### src/hdl/tpc_pkg.sv
package tpc_pkg;

    localparam int NODE_COUNT    = 4096;
    localparam int ALPHABET_SIZE = 26;
    localparam int COUNT_W       = 32;
    localparam int SUM_W         = 32;
    localparam int CHAR_W        = 8;

    localparam int NODE_W     = $clog2(NODE_COUNT);
    localparam int NCNT_W     = $clog2(NODE_COUNT + 1);
    localparam int TABLE_SIZE = NODE_COUNT * ALPHABET_SIZE;
    localparam int ADDR_W     = $clog2(TABLE_SIZE);
    localparam int SYM_CMP_W  = CHAR_W + 1;
    localparam int SUMX_W     = ((COUNT_W > SUM_W) ? COUNT_W : SUM_W) + 1;

    localparam logic [SUM_W-1:0]  SUM_MAX       = '1;
    localparam logic [CHAR_W-1:0] OFFSET_RESET  = 8'd97;

    localparam int APB_ADDR_W = 3;
    localparam int APB_DATA_W = 32;
    localparam logic [APB_ADDR_W-1:0] REG_CHAR_OFFSET = 3'd0;

    typedef enum logic [1:0] {
        OP_INSERT = 2'd0,
        OP_QUERY  = 2'd1,
        OP_CLEAR  = 2'd2
    } t_opcode;

    typedef struct packed {
        logic [NODE_W-1:0]  child;
        logic [COUNT_W-1:0] count;
    } t_entry;

    typedef struct packed {
        logic              rd_en;
        logic              wr_en;
        logic [ADDR_W-1:0] addr;
        t_entry            wr_data;
    } t_mem_req;

endpackage

### src/hdl/tpc_cfg_regs.sv
module tpc_cfg_regs
    import tpc_pkg::*;
(
    input  logic                  i_clk,
    input  logic                  i_rst_n,
    input  logic                  psel,
    input  logic                  penable,
    input  logic                  pwrite,
    input  logic [APB_ADDR_W-1:0] paddr,
    input  logic [APB_DATA_W-1:0] pwdata,
    output logic [APB_DATA_W-1:0] prdata,
    output logic                  pready,
    output logic [CHAR_W-1:0]     o_char_offset
);

    logic [CHAR_W-1:0] r_char_offset;

    always_ff @(posedge i_clk) begin
        if (!i_rst_n) begin
            r_char_offset <= OFFSET_RESET;
        end else if (psel && penable && pwrite && paddr == REG_CHAR_OFFSET) begin
            r_char_offset <= pwdata[CHAR_W-1:0];
        end
    end

    assign pready        = 1'b1;
    assign prdata        = (paddr == REG_CHAR_OFFSET) ? APB_DATA_W'(r_char_offset) : '0;
    assign o_char_offset = r_char_offset;

endmodule

### config.mk
export PLATFORM = sky130hd
export DESIGN_NAME = tpc_cfg_regs
export DESIGN_NICKNAME = d
export VERILOG_FILES = /design/src/hdl/tpc_pkg.sv /design/src/hdl/tpc_cfg_regs.sv
export SDC_FILE = /design/constraint.sdc
export NUM_CORES = 1
export LEC_CHECK = 0
export ABC_AREA = 1
export ABC_CLOCK_PERIOD_IN_PS = 950
export BUFFER_PORTS_ARGS = -buffer_cell sky130_fd_sc_hd__buf_2
export CAP_MARGIN = 20
export CORE_UTILIZATION = 25
export DETAILED_ROUTE_END_ITERATION = 10
export HOLD_SLACK_MARGIN = 0.05
export PLACE_DENSITY = 0.65
export SLEW_MARGIN = 30
export SYNTH_ARGS = -nofsm -noshare
export SYNTH_HDL_FRONTEND = slang
export SYNTH_SLANG_ARGS = --single-unit
### constraint.sdc
create_clock -name i_clk -period 0.95 [get_ports i_clk]
set_input_delay 0.1425 -clock i_clk [delete_from_list [all_inputs] [get_ports i_clk]]
set_output_delay 0.1425 -clock i_clk [all_outputs]
set_load 0.01 [all_outputs]
# Yosys cells after proc, flatten, opt, wreduce, memory -nomap -nowiden
# Cells that the tools add are included.
dict set report word_totals {
  ff_bits 8
  output_inout_bits 41
  word_cells 6
}
dict set report classes {
  mux 1
  reduce_logical 4
}
# cell count
set ops {}
lappend ops {{$mux W8} 1}
lappend ops {{$logic_and A1 B1 Y1} 3}
lappend ops {{$logic_not A3 Y1} 1}

# Logic depth before layout (Yosys ltp)
# Gate-level depths: netlist of run 1.
dict set report logic_depth {
  depth_word 3
  mapped_depth 6
  mapped_depth_nobuf 6
}

# Least setup slack after synthesis of run 1
# OpenSTA, ideal clock, no wires.
dict set report synth_timing {
  kind {in2out}
  startpoint {input port paddr[1]}
  endpoint {output port prdata[0]}
  arrival_time_ns 0.619
  t_required_ns 0.808
  setup_slack_ns 0.189
  cell_stages 4
  cell_sequence {nor2_2 > nand2_2 > buf_6 > nor2_1}
}
dict set report synth_via {
  elab_chain_len 2
}
# element line_no
set synth_rtl {}
lappend synth_rtl {{start, declared} tpc_cfg_regs.sv:9} ;# input logic [APB_ADDR_W-1:0] paddr,
lappend synth_rtl {{$logic_not A3 Y1} tpc_cfg_regs.sv:27} ;# assign prdata = (paddr == REG_CHAR_OFFSET) ? APB_DATA_W'(r_char_offset) : '0;
lappend synth_rtl {{$mux W8} tpc_cfg_regs.sv:27}
lappend synth_rtl {{end, declared} tpc_cfg_regs.sv:11} ;# output logic [APB_DATA_W-1:0] prdata,
# Every way passes these cells.

# Worst setup path in the final report of run 1
dict set report layout_timing {
  startpoint {register r_char_offset[7], in the netlist o_char_offset[7]}
  endpoint {output port prdata[7]}
}
dict set report layout_via {
  elab_chain_len 1
}
# element line_no
set layout_rtl {}
lappend layout_rtl {{start, declared} tpc_cfg_regs.sv:16} ;# logic [CHAR_W-1:0] r_char_offset;
lappend layout_rtl {{start signal, assigned} tpc_cfg_regs.sv:22} ;# r_char_offset <= pwdata[CHAR_W-1:0];
lappend layout_rtl {{$mux W8} tpc_cfg_regs.sv:27}
# Every way passes these cells.

==> impl_metrics.py, run 1 <==
metrics = {
    "sta": {
        "tns_ps": -111,
        "fmax_mhz": 1030,
        "fin_skew_ps": 0,
        "fin_crit_sh": 1.03,
        "setup_viol_count_final": 8,
        "slew_violations": 0,
        "rsz0062_at_grt": "true",
        "timing_hold_violations_final": 0,
        "post-route-min-period_ps": 974,
        "fin_ws_ps": -24.3,
    },
    "critical_path": {
        "slowest_delay_ps": 350,
        "crit_path_top_delay_cell": "dfxtp_2",
        "worstSetupEndpointType": "output port",
        "path_cells": "inv_2 > nor2_2 > buf_2",
        "startpoint_type": "register",
        "critPathTopFamily": "flip-flops",
        "cp_num_buf_inv": 2,
        "worstPathArrival_ps": 830,
        "critPathMaxFanout": 3,
        "required_ps": 810,
        "worstSetupPathType": "reg2out",
    },
    "clock_network": {
        "cts_buffers": 3,
        "clock_latency_ps": 240,
        "cts_tree": "yes",
        "cts_root_buf": "clkbuf_4",
        "clk_pin_slew_ps": 50,
        "numClockSinks": 8,
        "clk_path_buf_depth": 2,
        "cts_max_level": 1,
    },
    "status": {
        "violations": "setup timing",
        "status": "finished, violations left",
    },
    "detailed_routing": {
        "vias": 571,
        "dr.first_iter.drc_count": 6,
        "drc": 0,
        "ant_nets": 0,
        "wl_per_cell_um": 7.28,
        "viasPerCell": 3.64,
        "dr.pass1.iters": 4,
        "drt-total-wl_um": 1140,
    },
    "floorplan": {
        "row_count": 17,
        "start_util": 0.277,
        "core_um2": 2300,
        "design.portCount": 81,
        "dieArea_um2": 2750,
        "die_w_um": 52.5,
        "die_y_um": 52.5,
    },
    "synthesis": {
        "ys_seq_area_frac": 0.251,
        "synthesis.instances": 96,
        "synthDistinctLibCells": 16,
        "ys_ff_latch": 8,
        "syn_area_um2": 637,
        "yosys_warnings": 0,
        "avgSynthCellArea_um2": 6.63,
    },
    "grt": {
        "overflow": 0,
        "grt_use_total": 0.0844,
        "grt_pass1_vias": 436,
        "grt_max_degree": 13,
        "antenna_found_initial": 0,
        "grt_pass1_wl_um": 1680,
    },
    "finish": {
        "multiInputGateArea_um2": 309,
        "utilization": 0.340,
        "final_cell_mix": "buf_2 (30), conb_1 (25), nor2_1 (17)",
        "fin_cells": 157,
        "regArea_um2": 170,
        "fillers": 256,
        "largest_reg_flops": 8,
        "drive_gt1_frac": 0.457,
        "finalInstanceArea_um2": 781,
        "area_delta_synth_final_pct": 22.6,
        "layout_commonest_cell": "buf_2",
        "diodes": 0,
        "fin_nets": 171,
    },
    "placed_design": {
        "hpwl_um": 988,
        "portBuffers": 31,
        "dpl_cell_area_um2": 709,
        "dp.cells": 151,
        "place.gp.congestion": 0.741,
    },
    "flow_run": {
        "cap_violations": 0,
    },
    "pwr": {
        "ir_drop_mv": 0.373,
        "power.density_nw_per_um2": 946,
        "p_leak_nw": 0.458,
    },
    "hold_path": {
        "hold_path.class": "in2reg",
    },
}
[per-layer routing]
layer  vias up  track usage  share of wire
met1       229       0.0878           0.43
met3         2       0.0174          0.091
met5         -            0              0
met4         0       0.0526          0.015
met2        41        0.152           0.46
li1        299            -              -
[cells in the mapped netlist]
| cell type | count | area share |
|---|---|---|
| buf_4 | 25 | 0.29 |
| nor2_1 | 19 | 0.11 |
| inv_1 | 16 | 0.094 |
| nand2_1 | 9 | 0.053 |
| dfxtp_1 | 8 | 0.25 |
| nand3_1 | 8 | 0.063 |
| conb_1 | 2 | 0.012 |
| buf_2 | 1 | 0.0079 |
| buf_6 | 1 | 0.018 |
| nand2_2 | 1 | 0.0098 |
| nand3_4 | 1 | 0.028 |
| nor2_2 | 1 | 0.0098 |
| nor2_4 | 1 | 0.018 |
| o21ai_0 | 1 | 0.0079 |
| o21ai_1 | 1 | 0.0079 |
| o21ai_2 | 1 | 0.014 |
[repair_timing]
action | 4_1_cts | 5_1_grt
gates resized for setup | 10 | 9
buffers inserted | 3 | 0
pin swaps | 5 | 3
hold buffers | 0 | 0
setup endpoints to repair | 8 | 9
[worst paths after layout]
kind                           end  cells past startpoint  slack, ps             start
setup / recovery         prdata[7]                      3        -20  o_char_offset[7]
hold / removal    o_char_offset[5]                      3        110         pwdata[5]
setup reg to reg  o_char_offset[3]                      3        260  o_char_offset[3]
hold reg to reg   o_char_offset[5]                      2        490  o_char_offset[5]
[final cells by class]
cell class              count  area share
flip-flops and latches      8       0.218
well taps                  28      0.0449
multi-input cells          68       0.396
repair buffers             34       0.236
inverters                  16      0.0769
clock buffers               3      0.0288
[worst register-to-register path, cell delays in order, from the launching register on]
cell and delay [ps]:
dfxtp_2 320, buf_4 120, nor2_1 90, nor2_1 50
[power by group]
group	switching [mW]	internal (mW)
Combinational	0.102	0.0464
Sequential	0.00378	0.341
Clock	0.102	0.144
Total	0.208	0.531
[logic make-up after synthesis]
kind of cell / share of synthesized area
and+or+nand+nor: 0.293
AOI/OAI and AO/OA: 0.0295
buffers and inverters: 0.415
DFF: 0.251
other: 0.0118
[stage by stage]
step	hold slack (ps)	setup WS, ps	total power [mW]
finish	110	-24.3	0.739
global route	119	-74.9	0.775
floorplan	269	189	0.521
global placement	359	-19.0	0.490
detailed placement	369	-50.0	0.492
CTS	115	-26.2	0.741
Note: power is estimated with default switching activity, not from simulation.
==> inputs of run 2 (changes only) <==
- ABC_CLOCK_PERIOD_IN_PS: 950 -> 1050
- CORE_ASPECT_RATIO: default -> 1.25
- CORE_UTILIZATION: 25 -> 31
- PLACE_DENSITY: 0.65 -> 0.78
- clock period: 0.95 -> 1.05 ns (I/O delays scaled with it)
==> run 2 against run 1 <==
Effect of this change: the flow now finishes without violations; clock-buffer cell count unchanged; register-to-register slack better by 90 ps; core utilization up 6.6 points; cell count down 6.4%; critical endpoint is now prdata[1].
==> impl_metrics.py, run 2 (synthesized netlist as in run 1, its figures left out) <==
metrics = {
    "clock_network": {
        "clk_path_buf_depth": 2,
        "clk_pin_slew_ps": 50,
        "cts_max_level": 1,
        "cts_buffers": 3,
        "clock_latency_ps": 260,
        "numClockSinks": 8,
        "holdBufCountCts": 0,
        "cts_tree": "yes",
        "cts_root_buf": "clkbuf_4",
    },
    "grt": {
        "grt_max_degree": 13,
        "grt_pass1_wl_um": 1760,
        "grt_pass1_vias": 432,
        "antenna_found_initial": 0,
        "overflow": 0,
        "grt_use_total": 0.114,
    },
    "detailed_routing": {
        "ant_nets": 0,
        "wl_per_cell_um": 7.60,
        "vias": 571,
        "dr.first_iter.drc_count": 14,
        "dr.pass1.iters": 4,
        "viasPerCell": 3.88,
        "drc": 0,
        "drt-total-wl_um": 1120,
    },
    "sta": {
        "setup_viol_count_final": 0,
        "fin_skew_ps": 0,
        "fin_crit_sh": 0.953,
        "timing_hold_violations_final": 0,
        "rsz0062_at_grt": "true",
        "post-route-min-period_ps": 1000,
        "whs_ps": 110,
        "fmax_mhz": 999,
        "fin_ws_ps": 48.9,
        "slew_violations": 0,
        "tns_ps": 0,
    },
    "pwr": {
        "power.density_nw_per_um2": 905,
        "power_frac_comb": 0.193,
        "p_clk_frac": 0.348,
        "netSwitchingPower_mw": 0.199,
        "p_int_mw": 0.480,
        "p_leak_nw": 0.455,
        "total_power_mw": 0.679,
        "switching_share": 0.293,
        "seqPwrFrac": 0.459,
        "ir_drop_mv": 0.390,
    },
    "floorplan": {
        "row_count": 17,
        "die_y_um": 52.7,
        "design.portCount": 81,
        "core_um2": 1850,
        "dieArea_um2": 2240,
        "start_util": 0.344,
        "die_w_um": 42.5,
    },
    "hold_path": {
        "holdPathStages": 3,
        "hold_path.class": "in2reg",
    },
    "finish": {
        "layout_commonest_cell": "buf_2",
        "fin_nets": 170,
        "final_cell_mix": "buf_2 (31), conb_1 (25), nor2_1 (19)",
        "regArea_um2": 170,
        "area_delta_synth_final_pct": 17.9,
        "drive_gt1_frac": 0.406,
        "multiInputGateArea_um2": 304,
        "largest_reg_flops": 8,
        "fillers": 197,
        "diodes": 0,
    },
    "critical_path": {
        "rrSetupSlack_ps": 350,
        "worstSetupEndpointType": "output port",
        "worstSetupPathType": "reg2out",
        "startpoint_type": "register",
        "r2r_cells": 3,
        "worstPathArrival_ps": 840,
        "critPathMaxFanout": 3,
        "required_ps": 890,
    },
    "status": {
        "status": "completed",
    },
    "placed_design": {
        "hpwl_um": 939,
        "place.gp.congestion": 0.693,
        "portBuffers": 31,
        "dp_slack_ps": 35.2,
    },
    "flow_run": {
        "cap_violations": 0,
    },
}
-- run 2: cell types whose count changed in the layout (fill, tap and decap cells not counted), sizes merged --
cell,delta
buf,-1
-- run 2: stage by stage --
stage	cells	area, um2	utilization
2_1_floorplan	119	723	-
3_3_place_gp	142	698	0.377
3_5_place_dp	142	698	0.377
4_1_cts	145	723	0.391
5_1_grt	147	751	0.406
6_report	147	751	0.406
-- run 2: power by group through the flow --
| stage | logic (mW) | clock network [mW] | registers (mW) |
|---|---|---|---|
| global route | 0.149 | 0.269 | 0.312 |
| finish | 0.131 | 0.236 | 0.312 |
| floorplan | 0.153 | 0 | 0.319 |
| global placement | 0.125 | 0 | 0.317 |
| CTS | 0.127 | 0.238 | 0.311 |
| detailed placement | 0.127 | 0 | 0.317 |
-- run 2: path summary, 6_finish.rpt --
path                                    endpoint              from
worst max-delay path                   prdata[1]  o_char_offset[1]
worst max register to register  o_char_offset[1]  o_char_offset[1]
worst min register to register  o_char_offset[0]  o_char_offset[0]
worst min-delay path            o_char_offset[0]         pwdata[0]
-- run 2: critical path, stage by stage (launching register included) --
cell	delay, ps
dfxtp_2	330
inv_1	40
nor2_1	90
buf_2	130
-- run 2: metal layers --
| metal | global-route usage | vias to the layer above | wire, um |
|---|---|---|---|
| li1 | - | 294 | - |
| met1 | 0.107 | 232 | 415 |
| met2 | 0.182 | 39 | 536 |
| met3 | 0.0414 | 6 | 108 |
| met4 | 0.125 | 0 | 57 |
| met5 | 0 | - | 0 |
-- run 2: final cells by class --
cell class / instances / share of cell area
Clock buffer: 3 / 0.0300
Tap cell: 19 / 0.0317
Timing Repair Buffer: 33 / 0.227
Multi-Input combinational cell: 68 / 0.405
Inverter: 16 / 0.0800
Sequential cell: 8 / 0.227
-- run 2: repair_timing --
item | in CTS | in global routing
pin swaps | 0 | 4
resized for setup | 2 | 10
setup endpoints to repair | 2 | 8
setup buffers | 0 | 2
