===== src/hdl/tpc_pkg.sv =====
package tpc_pkg;

    localparam int NODE_COUNT    = 4096;
    localparam int ALPHABET_SIZE = 26;
    localparam int COUNT_W       = 32;
    localparam int SUM_W         = 32;
    localparam int CHAR_W        = 8;

    localparam int NODE_W     = $clog2(NODE_COUNT);
    localparam int NCNT_W     = $clog2(NODE_COUNT + 1);
    localparam int TABLE_SIZE = NODE_COUNT * ALPHABET_SIZE;
    localparam int ADDR_W     = $clog2(TABLE_SIZE);
    localparam int SYM_CMP_W  = CHAR_W + 1;
    localparam int SUMX_W     = ((COUNT_W > SUM_W) ? COUNT_W : SUM_W) + 1;

    localparam logic [SUM_W-1:0]  SUM_MAX       = '1;
    localparam logic [CHAR_W-1:0] OFFSET_RESET  = 8'd97;

    localparam int APB_ADDR_W = 3;
    localparam int APB_DATA_W = 32;
    localparam logic [APB_ADDR_W-1:0] REG_CHAR_OFFSET = 3'd0;

    typedef enum logic [1:0] {
        OP_INSERT = 2'd0,
        OP_QUERY  = 2'd1,
        OP_CLEAR  = 2'd2
    } t_opcode;

    typedef struct packed {
        logic [NODE_W-1:0]  child;
        logic [COUNT_W-1:0] count;
    } t_entry;

    typedef struct packed {
        logic              rd_en;
        logic              wr_en;
        logic [ADDR_W-1:0] addr;
        t_entry            wr_data;
    } t_mem_req;

endpackage


===== src/hdl/tpc_walk_ctrl.sv =====
module tpc_walk_ctrl
    import tpc_pkg::*;
(
    input  logic               i_clk,
    input  logic               i_rst_n,
    input  logic [CHAR_W-1:0]  i_char_offset,
    input  logic               i_s_valid,
    output logic               o_s_ready,
    input  logic [1:0]         i_s_op,
    input  logic [CHAR_W-1:0]  i_s_code,
    input  logic               i_s_first,
    input  logic               i_s_last,
    output logic               o_m_valid,
    input  logic               i_m_ready,
    output logic [SUM_W-1:0]   o_m_sum,
    output logic               o_m_pool,
    output logic               o_m_bad,
    output logic               o_m_query,
    output t_mem_req           o_mem_req,
    output logic               o_clear_start,
    input  t_entry             i_mem_rd,
    input  logic               i_clear_busy
);

    typedef enum logic [2:0] {
        S_IDLE  = 3'b001,
        S_RMW   = 3'b010,
        S_CLEAR = 3'b100
    } t_state;

    t_state              r_state, n_state;
    logic [NODE_W-1:0]   r_node, n_node;
    logic [SUM_W-1:0]    r_sum, n_sum;
    logic                r_ended, n_ended;
    logic                r_pool, n_pool;
    logic                r_bad, n_bad;
    logic [NCNT_W-1:0]   r_node_cnt, n_node_cnt;
    logic                r_is_query, n_is_query;
    logic                r_last, n_last;
    logic                r_do_rmw, n_do_rmw;
    logic [ADDR_W-1:0]   r_slot, n_slot;
    logic                r_out_valid, n_out_valid;
    logic [SUM_W-1:0]    r_out_sum, n_out_sum;
    logic                r_out_pool, n_out_pool;
    logic                r_out_bad, n_out_bad;
    logic                r_out_query, n_out_query;

    logic [NODE_W-1:0]   eff_node;
    logic [SUM_W-1:0]    eff_sum;
    logic                eff_ended;
    logic                eff_pool;
    logic                eff_bad;
    logic [CHAR_W-1:0]   sym;
    logic                sym_bad;
    logic [ADDR_W-1:0]   slot;
    logic [COUNT_W-1:0]  cnt_inc;
    logic [SUMX_W-1:0]   sum_ext;
    logic [SUM_W-1:0]    sum_sat;
    logic                can_finish;
    t_opcode             in_op;

    // a first mark restarts the walk at the root
    assign eff_node  = i_s_first ? '0 : r_node;
    assign eff_sum   = i_s_first ? '0 : r_sum;
    assign eff_ended = i_s_first ? 1'b0 : r_ended;
    assign eff_pool  = i_s_first ? 1'b0 : r_pool;
    assign eff_bad   = i_s_first ? 1'b0 : r_bad;

    assign sym     = i_s_code - i_char_offset;
    assign sym_bad = {1'b0, sym} >= SYM_CMP_W'(ALPHABET_SIZE);
    assign slot    = ADDR_W'(eff_node) * ADDR_W'(ALPHABET_SIZE) + ADDR_W'(sym);
    assign in_op   = t_opcode'(i_s_op);

    assign cnt_inc = (i_mem_rd.count == '1) ? i_mem_rd.count
                                            : i_mem_rd.count + COUNT_W'(1);
    assign sum_ext = SUMX_W'(i_mem_rd.count) + SUMX_W'(r_sum);
    assign sum_sat = (sum_ext >= SUMX_W'(SUM_MAX)) ? SUM_MAX : sum_ext[SUM_W-1:0];

    assign can_finish = !r_last || !r_out_valid || i_m_ready;

    always_comb begin
        n_state       = r_state;
        n_node        = r_node;
        n_sum         = r_sum;
        n_ended       = r_ended;
        n_pool        = r_pool;
        n_bad         = r_bad;
        n_node_cnt    = r_node_cnt;
        n_is_query    = r_is_query;
        n_last        = r_last;
        n_do_rmw      = r_do_rmw;
        n_slot        = r_slot;
        n_out_valid   = r_out_valid && !i_m_ready;
        n_out_sum     = r_out_sum;
        n_out_pool    = r_out_pool;
        n_out_bad     = r_out_bad;
        n_out_query   = r_out_query;
        o_mem_req     = '0;
        o_clear_start = 1'b0;

        unique case (r_state)
            S_IDLE: begin
                if (i_s_valid) begin
                    unique case (in_op)
                        OP_INSERT, OP_QUERY: begin
                            n_node        = eff_node;
                            n_sum         = eff_sum;
                            n_ended       = eff_ended;
                            n_pool        = eff_pool;
                            n_bad         = eff_bad || sym_bad;
                            n_is_query    = (in_op == OP_QUERY);
                            n_last        = i_s_last;
                            n_do_rmw      = !sym_bad && !eff_ended;
                            n_slot        = slot;
                            o_mem_req.rd_en = !sym_bad && !eff_ended;
                            o_mem_req.addr  = slot;
                            n_state       = S_RMW;
                        end
                        OP_CLEAR: begin
                            o_clear_start = 1'b1;
                            n_node_cnt    = NCNT_W'(1);
                            n_node        = '0;
                            n_sum         = '0;
                            n_ended       = 1'b0;
                            n_pool        = 1'b0;
                            n_bad         = 1'b0;
                            n_state       = S_CLEAR;
                        end
                        default: ;
                    endcase
                end
            end
            S_RMW: begin
                if (can_finish) begin
                    if (r_do_rmw) begin
                        if (!r_is_query) begin
                            o_mem_req.addr = r_slot;
                            if (i_mem_rd.child == '0) begin
                                if (r_node_cnt >= NCNT_W'(NODE_COUNT)) begin
                                    n_pool  = 1'b1;
                                    n_ended = 1'b1;
                                end else begin
                                    n_node                  = r_node_cnt[NODE_W-1:0];
                                    n_node_cnt              = r_node_cnt + NCNT_W'(1);
                                    o_mem_req.wr_en         = 1'b1;
                                    o_mem_req.wr_data.child = r_node_cnt[NODE_W-1:0];
                                    o_mem_req.wr_data.count = cnt_inc;
                                end
                            end else begin
                                n_node                  = i_mem_rd.child;
                                o_mem_req.wr_en         = 1'b1;
                                o_mem_req.wr_data.child = i_mem_rd.child;
                                o_mem_req.wr_data.count = cnt_inc;
                            end
                        end else begin
                            n_sum = sum_sat;
                            if (i_mem_rd.child == '0) begin
                                n_ended = 1'b1;
                            end else begin
                                n_node = i_mem_rd.child;
                            end
                        end
                    end
                    if (r_last) begin
                        n_out_valid = 1'b1;
                        n_out_sum   = r_is_query ? n_sum : '0;
                        n_out_pool  = n_pool;
                        n_out_bad   = n_bad;
                        n_out_query = r_is_query;
                        n_node      = '0;
                        n_sum       = '0;
                        n_ended     = 1'b0;
                        n_pool      = 1'b0;
                        n_bad       = 1'b0;
                    end
                    n_state = S_IDLE;
                end
            end
            S_CLEAR: begin
                if (!i_clear_busy) begin
                    n_state = S_IDLE;
                end
            end
            default: begin
                n_state = S_IDLE;
            end
        endcase
    end

    always_ff @(posedge i_clk) begin
        if (!i_rst_n) begin
            r_state     <= S_CLEAR;
            r_node      <= '0;
            r_sum       <= '0;
            r_ended     <= 1'b0;
            r_pool      <= 1'b0;
            r_bad       <= 1'b0;
            r_node_cnt  <= NCNT_W'(1);
            r_is_query  <= 1'b0;
            r_last      <= 1'b0;
            r_do_rmw    <= 1'b0;
            r_slot      <= '0;
            r_out_valid <= 1'b0;
        end else begin
            r_state     <= n_state;
            r_node      <= n_node;
            r_sum       <= n_sum;
            r_ended     <= n_ended;
            r_pool      <= n_pool;
            r_bad       <= n_bad;
            r_node_cnt  <= n_node_cnt;
            r_is_query  <= n_is_query;
            r_last      <= n_last;
            r_do_rmw    <= n_do_rmw;
            r_slot      <= n_slot;
            r_out_valid <= n_out_valid;
        end
    end

    always_ff @(posedge i_clk) begin
        r_out_sum   <= n_out_sum;
        r_out_pool  <= n_out_pool;
        r_out_bad   <= n_out_bad;
        r_out_query <= n_out_query;
    end

    assign o_s_ready = (r_state == S_IDLE);
    assign o_m_valid = r_out_valid;
    assign o_m_sum   = r_out_sum;
    assign o_m_pool  = r_out_pool;
    assign o_m_bad   = r_out_bad;
    assign o_m_query = r_out_query;

endmodule


===== config.mk =====
export PLATFORM = sky130hd
export DESIGN_NAME = tpc_walk_ctrl
export DESIGN_NICKNAME = d
export VERILOG_FILES = /design/src/hdl/tpc_pkg.sv /design/src/hdl/tpc_walk_ctrl.sv
export SDC_FILE = /design/constraint.sdc
export NUM_CORES = 1
export LEC_CHECK = 0
export ABC_AREA = 1
export BUFFER_PORTS_ARGS = -buffer_cell sky130_fd_sc_hd__clkbuf_2
export CAP_MARGIN = 20
export CORE_MARGIN = 3
export CORE_UTILIZATION = 49
export DETAILED_ROUTE_END_ITERATION = 6
export PLACE_DENSITY = 0.73
export SLEW_MARGIN = 20
export SYNTH_ARGS = -nofsm -noshare
export SYNTH_HDL_FRONTEND = slang
export SYNTH_SLANG_ARGS = --single-unit

===== constraint.sdc =====
create_clock -name i_clk -period 4.7 [get_ports i_clk]
set_input_delay 0.94 -clock i_clk [delete_from_list [all_inputs] [get_ports i_clk]]
set_output_delay 0.94 -clock i_clk [all_outputs]
set_load 0.03 [all_outputs]

## Word-level counts from Yosys, hierarchy flattened

Index checks and enable logic that the tools add are counted.

| storage, ports and cells | value |
|---|---|
| output and inout port bits | 101 |
| register bits | 119 |

| operators by class | value |
|---|---|
| reductions and logical operators | 22 |
| equal/unequal tests | 22 |
| magnitude comparators | 3 |
| mux-type cells | 82 |
| multiply operators | 1 |
| $add $sub $neg | 5 |

Operator list:

| operator | number |
|---|---|
| $mux W32 | 8 |
| $mux W62 | 3 |
| $mux W44 | 3 |
| $pmux W32 S2 | 2 |
| $mux W12 | 9 |
| $mux W13 | 7 |
| $pmux W12 S2 | 2 |
| $mux W17 | 2 |
| $pmux W17 S2 | 1 |
| $add A32 B32 Y33 | 1 |
| $ge A33 B32 Y1 const B | 1 |
| $mux W1 | 33 |
| $add A32 B1 Y32 const B | 1 |
| $eq A32 B32 Y1 const B | 1 |
| $pmux W13 S2 | 1 |
| $add A17 B8 Y17 | 1 |
| $mul A12 B4 Y16 const B | 1 |
| $ne A2 B2 Y1 const B | 8 |
| $reduce_and A7 Y1 | 2 |
| $add A13 B1 Y13 const B | 1 |
| $ge A13 B13 Y1 const B | 1 |
| $logic_not A12 Y1 | 1 |
| $ne A4 B4 Y1 const B | 3 |
| $pmux W1 S2 | 6 |
| 23 further kinds | 36 |

## Depth between registers and ports, before layout

| depth | value |
|---|---|
| word-level depth | 8 |
| gate-level depth with buffers | 23 |
| depth with buffers taken out | 23 |

## Worst setup path after synthesis

Ideal clock, no wire load.

| timing path | value |
|---|---|
| kind | input to output |
| from | input i_s_first |
| to | output o_mem_req[58] (netlist name) |
| slack | -433 ps |
| path buffers | 1 |
| cell stages on the path | 22 |
| arrival | 4193 ps |
| cells stage by stage | clkbuf_1 nor2_1 nand2_1 nand2_1 fa_1 inv_1 ha_1 a21oi_1 nand2_1 xor2_1 inv_1 ha_1 nand2_1 nor3_1 a21oi_1 inv_1 nand2_1 nor2_1 nand2_1 o21ai_0 nand2_1 nand2_1 |

RTL lines:

| what | line | RTL |
|---|---|---|
| start: declaration | tpc_walk_ctrl.sv:11 | `input logic i_s_first,` |
| end: declaration | tpc_walk_ctrl.sv:19 | `output t_mem_req o_mem_req,` |

==> impl_metrics.yaml <==
yosys:
  synth-edff-count: 35
  synthMuxAreaShare_pct: 0
  synth_cell_types: 45
  synth_top_area_cell: "nand2_1"
  yosys-top-cells-area: "nand2_1, dfxtp_1, edfxtp_1"
  avgSynthCellArea_um2: 6.23
  ys.warnings.count: 0
  synth_top_area_share_pct: 17.1
  synth_xor_area_share_pct: 2.19
  netlist_area_um2: 11200
  yosys.area_share.simple_pct: 38.9
  synthArstFlopShare_pct: 0
  syn_inst: 1801
  ys_ff_latch: 119
  synth_nets: 1953
  synth_top_family_by_area: "simple AND/OR/NAND/NOR gates"
  synth_ff_type: "dfxtp_1"
  synth_compound_area_share_pct: 13.2
  netlist_top_cells_count: "nand2_1, inv_1, nor2_1"
  synth_most_common_cell: "nand2_1"
  ys_seq_area_share_pct: 24.4
  synthAdderAreaFrac_pct: 9.93
status:
  status: "complete, but fails checks"
  violations: "setup timing"
routing:
  firstDrtPassIters: 6
  wire_per_inst_um: 16.3
  postRouteAntennaNets: 0
  routed_via_density: 5.48
  drt_iter0_markers: 1128
  drc: 0
  wl_um: 38500
  vias: 12900
critical_path:
  worstPathRequired_ps: 3760
  rrSetupSlack_ps: -160
  start_kind: "primary input"
  end_kind: "primary output"
  worstSetupPathType: "in -> out"
  worstPathMaxFanout: 5
  arrival_ps: 4420
sta:
  grt_setup_unrepaired: "true"
  fmax_mhz: 187
  setup_viol: 13
  hold_viol: 0
  fin_ws_ps: -656
  fin_crit_ps: 5360
  skew_ps: 10.2
  holdWs_ps: 464
  worst_pin_slew_ps: 1050
  slew_headroom_pct: 29.9
  drv_slew: 0
  post-route-period-util_pct: 114
clock_network:
  numCtsBuffers: 17
  clock_latency_ps: 430
  cts_hold_buf: 0
  cts_buffer_depth: 2
  clk_pin_slew_ps: 60
  tritoncts: "done"
  cts-root-buf: "clkbuf_16"
  htreeDepth: 4
  cts.sinks: 119
power_and_ir_drop:
  p_leak_nw: 7.13
  ir_worst_vdd_v: 0.000212
  p_per_area_nw_per_um2: 234
placement:
  routabilityCongestion: 0.956
  dpl.hpwl_um: 27500
  dp.cells: 2289
  io_buffer_count: 169
floorplanning:
  num_rows: 54
  pin_count: 170
  core_um2: 22200
  fp.dieW_um: 157
  initial_core_util_pct: 50.6
  die_area_um2: 24700
  die_h_um: 157
final_layout:
  diodes: 0
  drive_above_1_share_pct: 25.0
  fillers: 2010
  fin_cells: 2364
  final_nets: 2223
  area_growth_syn_to_layout_pct: 30.0
global_route:
  grt-ovfl-total: 0
  antenna_found_initial: 0
  grtUsageTotal_pct: 29.4
  first_global_vias: 12100
  grt_start_max_net_pins: 66
  grt_pass1_wl_um: 58900
flow_run:
  maxCapViolCount: 0
hold_path:
  hold_class: "reg -> reg"
==> layout make-up <==
cell class              count  area [um^2]  area share [%]
flip-flops and latches    119         2730            18.7
inverters                 288         1090            7.48
repair buffers            295         2000            13.7
clock inverters            13          164            1.12
well taps                 280          350            2.40
multi-input cells        1350         7780            53.3
clock buffers              19          464            3.18
==> kinds of logic after synthesis <==
kind of cell    Yosys count
simple gates            974
compound gates          265
fa+ha+maj                83
flops                   119
xor+xnor                 28
buf+inv                 332
==> cell usage in the layout, fill, tap and decap left out, types with 8 or more instances in the layout <==
master,count
nor4_1,8
fa_1,9
xor2_1,17
nor2_1,172
a211oi_1,15
nand4_1,28
inv_1,268
nand2_1,490
buf_6,19
a31oi_1,9
nor2_2,14
a21oi_1,137
nand2_2,22
a21oi_2,9
nand3_1,91
o21bai_1,9
clkbuf_16,19
nor3_2,9
o21ai_0,46
edfxtp_1,35
inv_2,18
buf_4,104
ha_1,62
dfxtp_1,84
buf_8,11
or2_2,33
nor3_1,26
nand3_2,37
clkbuf_2,158
nor2_4,9
nand3b_1,10
ha_4,11
==> metrics by stage <==
step	instance area [um^2]	setup slack [ps]	setup TNS (ps)	total power, W	util (%)
3_3_place_gp	13100	-477	-3650	0.00179	59.0
4_1_cts	14200	-347	-2820	0.00327	64.2
3_5_place_dp	13100	-587	-4150	0.00180	59.0
2_1_floorplan	11400	-30.3	-30.3	0.00154	-
6_report	14600	-656	-5910	0.00341	65.8
5_1_grt	14600	-835	-8090	0.00351	65.8
==> path summary, 6_finish.rpt <==
path,depth (start not counted),from,to
worst max-delay path,24,i_s_first,o_mem_req[59]
worst min register to register,2,r_slot[0],r_slot[0]
worst min-delay path,2,r_slot[0],r_slot[0]
worst max register to register,31,r_node[2],r_slot[11]
==> power breakdown <==
| part | internal (W) | switching, W | leakage [nW] |
|---|---|---|---|
| Combinational | 0.000360 | 0.000538 | 5.83 |
| Clock | 0.000883 | 0.000532 | 0.297 |
| Sequential | 0.00108 | 0.0000181 | 1.00 |
| Total | 0.00232 | 0.00109 | 7.13 |
==> critical path, stage by stage <==
cell	delay, ps
clkbuf_16	140
buf_8	120
nor2_4	120
nor2_2	50
a21oi_2	110
ha_1	250
inv_2	90
xor2_2	170
inv_2	70
fa_2	580
inv_2	50
ha_4	290
nand4_1	150
o221ai_2	240
nand2_1	140
nand2_2	140
buf_6	120
nand3_4	90
inv_4	80
nand2_2	50
nand2_2	80
nand3_2	100
nand2_2	130
buf_8	130
==> sequential cells by signal (all words and copies together) (netlist names) <==
signal      count
o_m_valid       1
r_pool          1
o_m_pool        1
o_m_sum        32
r_node         12
r_last          1
r_slot         17
r_sum          32
r_state         3
r_bad           1
o_m_query       1
r_is_query      1
r_ended         1
r_node_cnt     13
o_m_bad         1
r_do_rmw        1
==> layer usage <==
metal / share of wire, % / up-vias / track usage, % / routed length, um
met2: 46 / 559 / 48.2 / 17700
met5: 0 / - / 0 / 0
met4: 3.0 / 0 / 9.71 / 1150
li1: - / 6382 / - / -
met1: 44 / 5900 / 39.6 / 16900
met3: 7.2 / 106 / 4.87 / 2780
==> what timing repair did <==
action,CTS,global route
buffers inserted,34,27
resized for setup,55,84
endpoints found under the setup margin,12,16
pin swaps,36,49
(Power assumes the default switching activity.)
